[config.mk]
export PLATFORM = sky130hd
export DESIGN_NAME = dro_cordic
export DESIGN_NICKNAME = d
export VERILOG_FILES = /design/src/rtl/dro_pkg.sv /design/src/rtl/dro_cordic.sv
export SDC_FILE = /design/constraint.sdc
export NUM_CORES = 1
export LEC_CHECK = 0
export CAP_MARGIN = 20
export CELL_PAD_IN_SITES_DETAIL_PLACEMENT = 1
export CELL_PAD_IN_SITES_GLOBAL_PLACEMENT = 1
export CORE_AREA = 2 2 247 249
export CTS_CLUSTER_SIZE = 40
export DETAILED_ROUTE_END_ITERATION = 16
export DIE_AREA = 0 0 249 251
export DONT_BUFFER_PORTS = 1
export MAX_ROUTING_LAYER = met4
export PLACE_DENSITY = 0.53
export SETUP_SLACK_MARGIN = 0.3
export SYNTH_ARGS = -nofsm -noshare
export SYNTH_HDL_FRONTEND = slang
export SYNTH_SLANG_ARGS = --single-unit
[constraint.sdc]
create_clock -name clk -period 18.78 [get_ports clk]
set_input_delay 3.756 -clock clk [delete_from_list [all_inputs] [get_ports clk]]
set_output_delay 3.756 -clock clk [all_outputs]
set_load 0.01 [all_outputs]
[src/rtl/dro_pkg.sv]
package dro_pkg;

	localparam int CordicSteps = 16;
	localparam int AtanEntries = 24;
	localparam int StepsRun = (CordicSteps > AtanEntries) ? AtanEntries : CordicSteps;
	localparam int StepW = $clog2(AtanEntries + 1);
	localparam int CordW = 34;
	localparam int RateQuant = 20;
	localparam logic signed [CordW-1:0] CordicX0 = 34'sd652032874;
	localparam logic [30:0] RadToTurn = 31'd683565276;
	// reciprocal of ten, exact for 32-bit numerators with a 35-bit shift
	localparam logic [31:0] RecipTen = 32'd3435973837;

	typedef enum logic [1:0] {
		ACT_VEL   = 2'd0,
		ACT_GYRO  = 2'd1,
		ACT_TICK  = 2'd2,
		ACT_RESET = 2'd3
	} action_t;

	typedef enum logic [2:0] {
		ST_IDLE,
		ST_QUANT,
		ST_CORD,
		ST_MUL,
		ST_SER,
		ST_FIN,
		ST_DONE
	} state_t;

	typedef struct packed {
		logic start;
	} cord_ctrl_t;

	typedef struct packed {
		logic busy;
		logic done;
	} cord_stat_t;

	function automatic logic signed [CordW-1:0] atan_turn(input logic [StepW-1:0] i);
		logic signed [CordW-1:0] r;
		case (i)
			5'd0:  r = 34'sd536870912;
			5'd1:  r = 34'sd316933406;
			5'd2:  r = 34'sd167458907;
			5'd3:  r = 34'sd85004756;
			5'd4:  r = 34'sd42667331;
			5'd5:  r = 34'sd21354465;
			5'd6:  r = 34'sd10679838;
			5'd7:  r = 34'sd5340245;
			5'd8:  r = 34'sd2670163;
			5'd9:  r = 34'sd1335087;
			5'd10: r = 34'sd667544;
			5'd11: r = 34'sd333772;
			5'd12: r = 34'sd166886;
			5'd13: r = 34'sd83443;
			5'd14: r = 34'sd41722;
			5'd15: r = 34'sd20861;
			5'd16: r = 34'sd10430;
			5'd17: r = 34'sd5215;
			5'd18: r = 34'sd2608;
			5'd19: r = 34'sd1304;
			5'd20: r = 34'sd652;
			5'd21: r = 34'sd326;
			5'd22: r = 34'sd163;
			5'd23: r = 34'sd81;
			default: r = '0;
		endcase
		return r;
	endfunction

	// round half away from zero, then drop s bits
	function automatic logic signed [63:0] round_shift(input logic signed [63:0] p,
			input logic [5:0] s);
		logic [63:0] m;
		logic [63:0] r;
		m = p[63] ? (64'd0 - p) : p;
		r = (m + (64'd1 << (s - 6'd1))) >> s;
		return p[63] ? $signed(64'd0 - r) : $signed(r);
	endfunction

endpackage

[src/rtl/dro_cordic.sv]
module dro_cordic (
	input  logic                                clk,
	input  logic                                arst_n,
	input  dro_pkg::cord_ctrl_t                 ctrl,
	input  logic [15:0]                         ang,
	output dro_pkg::cord_stat_t                 stat,
	output logic signed [dro_pkg::CordW-1:0]    cos_o,
	output logic signed [dro_pkg::CordW-1:0]    sin_o
);
	localparam int W = dro_pkg::CordW;
	localparam logic signed [W-1:0] Quarter = 34'sd1073741824;
	localparam logic signed [W-1:0] Half    = 34'sd2147483648;

	logic signed [W-1:0] x_q, y_q, z_q;
	logic [dro_pkg::StepW-1:0] i_q;
	logic flip_q, busy_q, done_q;
	logic signed [W-1:0] z0;

	assign z0 = W'($signed({ang, 16'h0000}));

	always_ff @(posedge clk or negedge arst_n) begin
		if (!arst_n) begin
			busy_q <= 1'b0;
			done_q <= 1'b0;
			i_q    <= '0;
		end else begin
			done_q <= 1'b0;
			if (ctrl.start) begin
				busy_q <= 1'b1;
				i_q    <= '0;
			end else if (busy_q) begin
				i_q <= i_q + 1'b1;
				if (i_q == dro_pkg::StepW'(dro_pkg::StepsRun - 1)) begin
					busy_q <= 1'b0;
					done_q <= 1'b1;
				end
			end
		end
	end

	always_ff @(posedge clk) begin
		if (ctrl.start) begin
			x_q <= dro_pkg::CordicX0;
			y_q <= '0;
			// fold the left half plane by half a turn
			if (z0 > Quarter) begin
				z_q <= z0 - Half;
				flip_q <= 1'b1;
			end else if (z0 < -Quarter) begin
				z_q <= z0 + Half;
				flip_q <= 1'b1;
			end else begin
				z_q <= z0;
				flip_q <= 1'b0;
			end
		end else if (busy_q) begin
			if (!z_q[W-1]) begin
				x_q <= x_q - (y_q >>> i_q);
				y_q <= y_q + (x_q >>> i_q);
				z_q <= z_q - dro_pkg::atan_turn(i_q);
			end else begin
				x_q <= x_q + (y_q >>> i_q);
				y_q <= y_q - (x_q >>> i_q);
				z_q <= z_q + dro_pkg::atan_turn(i_q);
			end
		end
	end

	assign stat.busy = busy_q;
	assign stat.done = done_q;
	assign cos_o = flip_q ? -x_q : x_q;
	assign sin_o = flip_q ? -y_q : y_q;
endmodule

Word level (Yosys, flattened, before mapping):

Memory sizes are Yosys's and may differ from the RTL's.
Cells that the tools add are included.

* register bits after elaboration: 110
* bits in read-only memories: 1920
* input bits: 19
* output and inout bits: 70
* word-level logic and storage cells: 50
* memories kept: 2

Memory list
* (no name shown): words 32, width 30, read ports 1, clocked after Yosys merged registers in 0, write ports 0, RTL line dro_pkg.sv:42 `case (i)`
* (no name shown): words 32, width 30, read ports 1, clocked after Yosys merged registers in 0, write ports 0, RTL line dro_pkg.sv:42

* $add $sub $neg: 11
* magnitude comparators: 2
* eq/ne operators: 1
* shift-type cells: 2
* mux-type cells: 24
* reduce and logical (&&, ||, !) cells: 1

Operators by type and width (number)
* 34-bit 2-to-1 mux: 15
* 34-bit adder: 3
* 34-bit subtractor: 3
* 34-bit negator: 2
* 34-bit by 5-bit >>> shifter with 34-bit output: 2
* 32-bit by 33-bit adder with 34-bit output, second input constant: 1
* 32-bit by 33-bit subtractor with 34-bit output, second input constant: 1
* 32-bit greater-than comparator, second input constant: 1
* 32-bit by 31-bit < comparator with 1-bit output, second input constant: 1
* 5-bit 2-to-1 mux: 2
* 1-bit 2-to-1 mux: 7
* 5-bit by 1-bit adder with 5-bit output, second input constant: 1
* 5-bit by 4-bit == test with 1-bit output, second input constant: 1
* 2-bit nonzero test: 1

Depth between registers and ports, before layout:

Gate-level depths: netlist of the first run.
An unclocked memory read counts as a cell.

* depth after elaboration: 8
* mapped depth: 29

Worst setup path after synthesis of the first run:

OpenSTA, ideal clock, no wires.

* path kind: reg-to-output
* start: register y_q[2]
* end: output sin_o[33] in the netlist's numbering
* arrival time: 3.334 ns
* data required time: 15.024 ns
* setup slack: 11.690 ns
* cell stages (with the launch flop): 13
* cells stage by stage: dfxtp_1 -> buf_2 -> nor4_2 -> nand2b_1 -> nor2_2 -> nand3_1 -> or4_4 -> or4_1 -> or2_1 -> or3_1 -> or4_4 -> o31ai_1 -> xnor2_1

* longest elaborated chain between the ends: 2

RTL lines
* from (decl): RTL line dro_cordic.sv:14 `logic signed [W-1:0] x_q, y_q, z_q;`
* from (signal assigned): RTL line dro_cordic.sv:59 `y_q <= y_q + (x_q >>> i_q);`
* from (signal assigned): RTL line dro_cordic.sv:63 `y_q <= y_q - (x_q >>> i_q);`
* 34-bit negator: RTL line dro_cordic.sv:72 `assign sin_o = flip_q ? -y_q : y_q;`
* 34-bit 2-to-1 mux: RTL line dro_cordic.sv:72
* to (decl): RTL line dro_cordic.sv:8 `output logic signed [dro_pkg::CordW-1:0] sin_o`

Every way passes these cells.

Worst setup path after layout of the first run:

Same ends and word-level chain as after synthesis.

==> run_results.csv, run 1 <==
group,metric,value,unit
layout,nFillCells,7115,
worst_setup_path,crit_path_max_incr_delay,0.49,ns
routing,wl_per_cell,25.4,um
die,dieHeight,251,um
worst_setup_path,cp_cell_sequence,"nor4_2 -> nand2b_1 -> nor2_2 -> nand3_1 -> or4_4 -> or4_1 -> or2_1 -> or3_1 -> or4_4 -> o31ai_1 -> xnor2_1",
logic_synthesis,synthArstFlopShare,6.36,%
sta,drv_slew,0,
power_and_ir_drop,leakagePower,7.36,nW
logic_synthesis,synth_edf_count,35,
grt,grt_max_degree,109,
sta,fin_skew,0.0158,ns
cts,root_buffer,"clkbuf_16",
die,die_w,249,um
run,cap_violations,0,
layout,final_cell_mix,"nor2_1 (201), nand2_1 (173), xnor2_1 (158), a21oi_1 (152), o21ai_0 (121)",
layout,drive_gt1_share,9.65,%
logic_synthesis,syn_avg_cell_area,8.10,um2
cts,clkLatencyLatePin,0.41,ns
worst_setup_path,r2r_end,"x_q[33]",
grt,track_usage,23.4,%
routing,drtAntennaViolNets,0,
routing,finalWirelength,72100,um
logic_synthesis,yosys_warnings,0,
cts,cts.repair.resized,0,
worst_setup_path,path_depth,11,
worst_setup_path,start_kind,"register",
logic_synthesis,syn-cell-area,0.0179,mm2
power_and_ir_drop,combPwrFrac,80.5,%
routing,first_pass_iters,5,
sta,fmax,127,MHz
worst_setup_path,reg2reg_setup_slack,10.99,ns
worst_setup_path,path_buf_inv,0,
placement,place.port_buffers,0,
power_and_ir_drop,swShare,53.7,%
logic_synthesis,synth_fp_nets,2339,
sta,min_period,7.88,ns
logic_synthesis,yosysUniqueCellTypes,103,
worst_setup_path,crit_top_cell,"or4_4",
run_status,status,"complete, no violations",
cts,tritoncts,"built",
power_and_ir_drop,switchingPower,0.00228,W
routing,route.detailed.drc,0,
worst_setup_path,worstPathRequired,15.02,ns
cts,htreeDepth,3,
worst_setup_path,path_max_fanout,9,
worst_setup_path,critPathArrivalTime,4.13,ns
sta,finalSetupTns,0,ns
power_and_ir_drop,seqPwrFrac,14.4,%
placement,dp_hpwl,54600,um
power_and_ir_drop,powerDensity,231,mW/mm2
layout,diodes,0,
worst_setup_path,r2r-start,"i_q[2]",
die,ios,89,
sta,worst_pin_slew,1.01,ns
routing,drtIter0Drc,1249,
sta,setup_viol_count_final,0,
logic_synthesis,ys_seq_elements,110,
layout,layout_commonest_cell,"nor2_1",
die,start_util,29.9,%
grt,grt_overflow,0,
logic_synthesis,ys_seq_area_share,14.5,%
worst_setup_path,crit_path_end,"sin_o[33]",
power_and_ir_drop,p_int,0.00197,W
grt,grt_pass1_vias,17000,
cts,clockBufferDepth,2,
power_and_ir_drop,clkPwrFrac,5.1,%
power_and_ir_drop,vdd_drop_max,0.0694,mV
worst_setup_path,cpMaxStageDelayCell,"or4_1",
worst_setup_path,r2r_cells,25,
sta,rsz0062_at_grt,"false",
layout,final_util,30.8,%
sta,finalCritPeriodShare,42.0,%
die,dieArea,0.0625,mm2
placement,gp_congestion,0.954,
layout,fin_nets,2193,
sta,finalHoldViolCount,0,
layout,syn2layout_area_growth,3.02,%
logic_synthesis,synth_ff_type,"dfxtp_1",
routing,vias,17000,
cts,holdBufCountCts,0,
die,std_cell_rows,90,
worst_setup_path,crit_type,"reg -> out",
grt,antenna_found_initial,0,
hold_path,hp-class,"reg -> reg",
cts,clkTransAtPathRegs,0.09,ns
sta,slew_headroom,31.6,%
routing,via_per_inst,5.98,
worst_setup_path,cp-startpoint,"y_q[2]",
worst_setup_path,worst_setup_path_end_kind,"output port",
grt,grt_first_pass_wirelength,110000,um
worst_setup_path,cp_top_family,"simple AND/OR/NAND/NOR gates",
cts,postCtsSetupBuffers,0,
logic_synthesis,synth_cells,2203,
cts,cts_made_buffers,9,
cts,clkSinkCount,110,
die,core_region_area,0.0598,mm2
worst reg2reg max path, cell delays in order (launching register included):
cell	delay, ns
dfrtp_4	1.04
buf_4	0.73
mux2_2	0.44
mux4_2	0.52
o2bb2ai_1	0.18
nor3_1	0.42
ha_1	0.32
inv_1	0.06
a2111o_1	0.38
nor4_2	0.51
and2b_1	0.21
and2b_1	0.20
a21oi_1	0.10
xnor2_1	0.15
ha_1	0.34
nand3_1	0.13
nor2_1	0.08
nand2_1	0.10
nor2_1	0.05
a211oi_1	0.45
a31o_2	0.31
o211ai_1	0.14
a41oi_1	0.29
xnor2_1	0.11
or3_1	0.31
a21oi_1	0.13
synthesized netlist by cell type (53+ instances only):
library cell  number  area share, %
mux2i_1           84            4.7
xnor2_1          158            7.8
o21ai_0          121            3.4
clkbuf_1         101            2.1
mux4_2            57            7.2
ha_1             114            8.0
inv_1             53            1.1
nand2_1          173            3.6
a21oi_1          152            4.3
xor2_1            83            4.1
nor2_1           202            4.2
a21o_1            57            2.4
dfxtp_1           68            7.6
power by group through the flow:
stage / Combinational (W) / Sequential, W / Clock (W)
2_1_floorplan: 0.00277 / 0.000437 / 0
3_3_place_gp: 0.00335 / 0.000610 / 0
3_5_place_dp: 0.00341 / 0.000616 / 0
4_1_cts: 0.00343 / 0.000610 / 0.000228
5_1_grt: 0.00381 / 0.000630 / 0.000233
6_report: 0.00342 / 0.000612 / 0.000218
logic make-up after synthesis:
group | synth area share (%)
compound gates | 24.3
xor+xnor | 11.8
fa+ha+maj | 8.33
buf+inv | 6.71
flops | 14.5
mux | 17.3
simple gates | 17.0
final cells by class:
type | instances | area (um2) | area share (%)
flip-flops and latches | 110 | 2610 | 14.2
repair buffers | 29 | 218 | 1.18
clock buffers | 9 | 225 | 1.22
inverters | 57 | 214 | 1.16
multi-input cells | 1850 | 14100 | 76.5
well taps | 782 | 978 | 5.32
clock inverters | 7 | 75.1 | 0.408
sequential cells by signal, summed over array words and instances, names as in the netlist:
name,flops
busy_q,1
done_q,1
flip_q,1
i_q,5
x_q,34
y_q,34
z_q,34
per-layer routing:
metal / vias to the layer above / wire, um / global-route usage, %
met1: 8546 / 31900 / 29.6
met5: - / 0 / -
met3: 116 / 3310 / 3.12
met2: 447 / 34300 / 38.4
met4: 0 / 2580 / 8.45
li1: 7896 / - / -
through the flow:
stage          instances  hold WS [ns]  setup WS, ns  area, um2  total power, W
5_1_grt             2844         0.655         10.34      18400         0.00467
3_5_place_dp        2828         0.602         11.08      18100         0.00403
4_1_cts             2844         0.615         10.84      18400         0.00427
2_1_floorplan       2203         0.491         11.69      17900         0.00321
6_report            2844         0.608         10.90      18400         0.00425
3_3_place_gp        2827         0.584         11.16      18100         0.00396
worst min path at each step:
stage / from / endpoint / depth (start not counted)
2_1_floorplan: y_q[0] / y_q[0] / 2
3_3_place_gp: x_q[33] / x_q[33] / 2
3_5_place_dp: x_q[33] / x_q[33] / 2
4_1_cts: x_q[33] / x_q[33] / 2
5_1_grt: y_q[0] / y_q[0] / 2
6_report: x_q[33] / x_q[33] / 2
(Power assumes the default switching activity.)
==> run 2, diff against run 1 <==
--- a/config.mk
+++ b/config.mk
@@ -5,16 +5,17 @@
 export SDC_FILE = /design/constraint.sdc
 export NUM_CORES = 1
 export LEC_CHECK = 0
+export ABC_AREA = 1
 export CAP_MARGIN = 20
 export CELL_PAD_IN_SITES_DETAIL_PLACEMENT = 1
 export CELL_PAD_IN_SITES_GLOBAL_PLACEMENT = 1
-export CORE_AREA = 2 2 247 249
+export CORE_AREA = 2 2 243 245
 export CTS_CLUSTER_SIZE = 40
 export DETAILED_ROUTE_END_ITERATION = 16
-export DIE_AREA = 0 0 249 251
+export DIE_AREA = 0 0 245 247
 export DONT_BUFFER_PORTS = 1
 export MAX_ROUTING_LAYER = met4
-export PLACE_DENSITY = 0.53
+export PLACE_DENSITY = 0.59
 export SETUP_SLACK_MARGIN = 0.3
 export SYNTH_ARGS = -nofsm -noshare
 export SYNTH_HDL_FRONTEND = slang
==> constraint.sdc (replaced) <==
create_clock -name clk -period 6.6 [get_ports clk]
set_input_delay 1.32 -clock clk [delete_from_list [all_inputs] [get_ports clk]]
set_output_delay 1.32 -clock clk [all_outputs]
set_load 0.01 [all_outputs]
==> run_results.csv, run 2 <==
group,metric,value,unit
run_status,status,"complete, no violations",
worst_setup_path,path_max_fanout,73,
layout,final_cell_mix,"nand2_1 (865), nand3_1 (363), inv_1 (289), nor2_1 (271), a21oi_1 (177)",
die,std_cell_rows,89,
logic_synthesis,synth_fp_nets,3094,
sta,drv_slew,0,
routing,met2_wirelength,33400,um
cts,postCtsSetupBuffers,0,
worst_setup_path,worst_setup_path_end_kind,"register",
sta,fin_skew,0.0243,ns
sta,fmax,178,MHz
worst_setup_path,start_kind,"register",
logic_synthesis,synth_ff_type,"dfxtp_1",
die,die_w,245,um
logic_synthesis,yosysTopAreaCellShare,18.9,%
sta,min_period,5.63,ns
placement,gp_congestion,0.900,
sta,rsz0062_at_grt,"false",
routing,drtIter0Drc,1228,
worst_setup_path,critPathArrivalTime,5.82,ns
cts,htreeDepth,3,
layout,diodes,0,
logic_synthesis,ys_seq_elements,110,
die,start_util,29.6,%
logic_synthesis,synth_cells,2958,
logic_synthesis,yosysUniqueCellTypes,61,
die,core_region_area,0.0582,mm2
die,dieHeight,247,um
routing,routed.top_layer,"met4",
placement,dp_hpwl,58200,um
cts,clkTransAtPathRegs,0.10,ns
logic_synthesis,syn-cell-area,0.0172,mm2
logic_synthesis,synth_edf_count,35,
routing,finalWirelength,72500,um
power_and_ir_drop,powerDensity,642,mW/mm2
logic_synthesis,synthTopCellsByCount,"nand2_1 (865), nand3_1 (363), inv_1 (289)",
layout,fin_nets,3004,
routing,wl_per_cell,19.9,um
layout,syn2layout_area_growth,4.74,%
logic_synthesis,synthArstFlopShare,6.36,%
die,dieArea,0.0605,mm2
grt,antenna_found_initial,0,
grt,grt_pass1_vias,20100,
grt,grt_overflow,0,
logic_synthesis,synth_top_area_cell,"nand2_1",
logic_synthesis,ys_seq_area_share,15.0,%
cts,clkLatencyLatePin,0.42,ns
sta,finalCritPeriodShare,85.3,%
routing,met3_length,1920,um
grt,grt_first_pass_wirelength,114000,um
cts,root_buffer,"clkbuf_16",
worst_setup_path,crit_type,"reg -> reg",
layout,layout_commonest_cell,"nand2_1",
routing,vias,19400,
worst_setup_path,worstPathRequired,6.79,ns
routing,via_per_inst,5.32,
cts,cts.repair.resized,0,
layout,top_regs,"x_q x34, y_q x34, z_q x34",
logic_synthesis,yosys_warnings,0,
layout,drive_gt1_share,4.25,%
run,cap_violations,0,
sta,setup_viol_count_final,0,
cts,holdBufCountCts,0,
sta,slew_headroom,39.8,%
routing,met1_length,35700,um
power_and_ir_drop,leakagePower,8.85,nW
routing,first_pass_iters,4,
logic_synthesis,synthTopCellsByArea,"nand2_1 (19%), nand3_1 (11%), ha_1 (8.3%)",
sta,worst_pin_slew,0.902,ns
logic_synthesis,synth_most_common_cell,"nand2_1",
power_and_ir_drop,vdd_drop_max,0.262,mV
cts,clockBufferDepth,2,
routing,drtAntennaViolNets,0,
sta,finalSetupTns,0,ns
placement,place.port_buffers,0,
layout,final_util,31.0,%
die,ios,89,
cts,cts_made_buffers,9,
hold_path,hp-class,"in -> async",
cts,tritoncts,"built",
grt,grt_max_degree,74,
sta,finalHoldViolCount,0,
logic_synthesis,syn_avg_cell_area,5.82,um2
routing,route.detailed.drc,0,
cts,clkSinkCount,110,
grt,track_usage,24.7,%
-- run 2: changes by cell type after synthesis, sizes merged, moves of 58 or more --
cell / before / now
nand2: 173 / 874
nand3: 44 / 369
inv: 56 / 299
xnor2: 158 / 49
mux2i: 85 / 0
nor2: 204 / 283
mux4: 70 / 0
clkbuf: 108 / 50
-- run 2: final cells by class --
type	count	area, um2
Timing Repair Buffer	23	196
Tap cell	773	967
Fill cell	7772	40200
Clock buffer	10	229
Clock inverter	6	93.8
Sequential cell	110	2590
Inverter	302	1150
Multi-Input combinational cell	2422	12800
-- run 2: kinds of logic after synthesis --
family	after synthesis	share of synthesized area, %
AND/OR/NAND/NOR	1633	40.2
AO/OA/AOI/OAI	498	16.7
buffers and inverters	426	10.7
XOR/XNOR	174	8.85
adder cells (fa/ha/maj)	117	8.63
flip-flops	110	15.0
-- run 2: final timing paths --
| path | start | to | slack [ns] | cells past startpoint |
|---|---|---|---|---|
| max | i_q[0] | z_q[25] | 0.97 | 26 |
| min | arst_n | i_q[1] | 0.58 | 0 |
| max reg2reg | i_q[0] | z_q[25] | 0.97 | 26 |
| min reg2reg | y_q[32] | y_q[32] | 0.63 | 2 |
| max in group asynchronous | arst_n | i_q[4] | 5.93 | 0 |
| min in group clk | y_q[32] | y_q[32] | 0.63 | 2 |
-- run 2: worst max-delay path, stage by stage (launching register included) --
cell      delay, ns
dfrtp_2        0.51
inv_6          0.40
ha_1           0.37
inv_1          0.12
nand2_1        0.08
nand3_1        0.23
nand2_1        0.14
inv_1          0.09
ha_1           0.31
nand2_1        0.11
nor3_1         0.22
nor2_1         0.11
nor2_1         0.23
xor2_1         0.12
ha_1           0.36
nand2_1        0.09
nor2_1         0.09
inv_1          0.04
o21ai_0        0.33
a21oi_1        0.21
o21ai_0        0.45
nand2_1        0.09
nand3_1        0.15
a21boi_0       0.12
or2_2          0.28
nand3_1        0.07
nand2_1        0.06
-- run 2: report_power, final --
group / internal (W) / switching [W]
registers: 0.00106 / 0.000590
clock network: 0.000338 / 0.000335
logic: 0.00321 / 0.00606
total: 0.00461 / 0.00698
-- run 2: per-stage QoR --
step,cell area (um2),power (W),instances,setup WS (ns),hold slack (ns)
after global routing,18000,0.0130,3646,0.336,0.570
final,18000,0.0116,3646,0.971,0.585
after global placement,17700,0.0107,3630,0.783,0.594
after CTS,18000,0.0116,3646,0.665,0.561
after floorplan,17200,0.00833,2958,2.11,0.474
after detailed placement,17700,0.0109,3630,0.711,0.604
-- run 2: layer usage --
layer,global-route usage (%),vias up
met3,2.30,69
met4,6.26,0
met5,-,-
met2,40.4,270
li1,-,9596
met1,32.5,9460
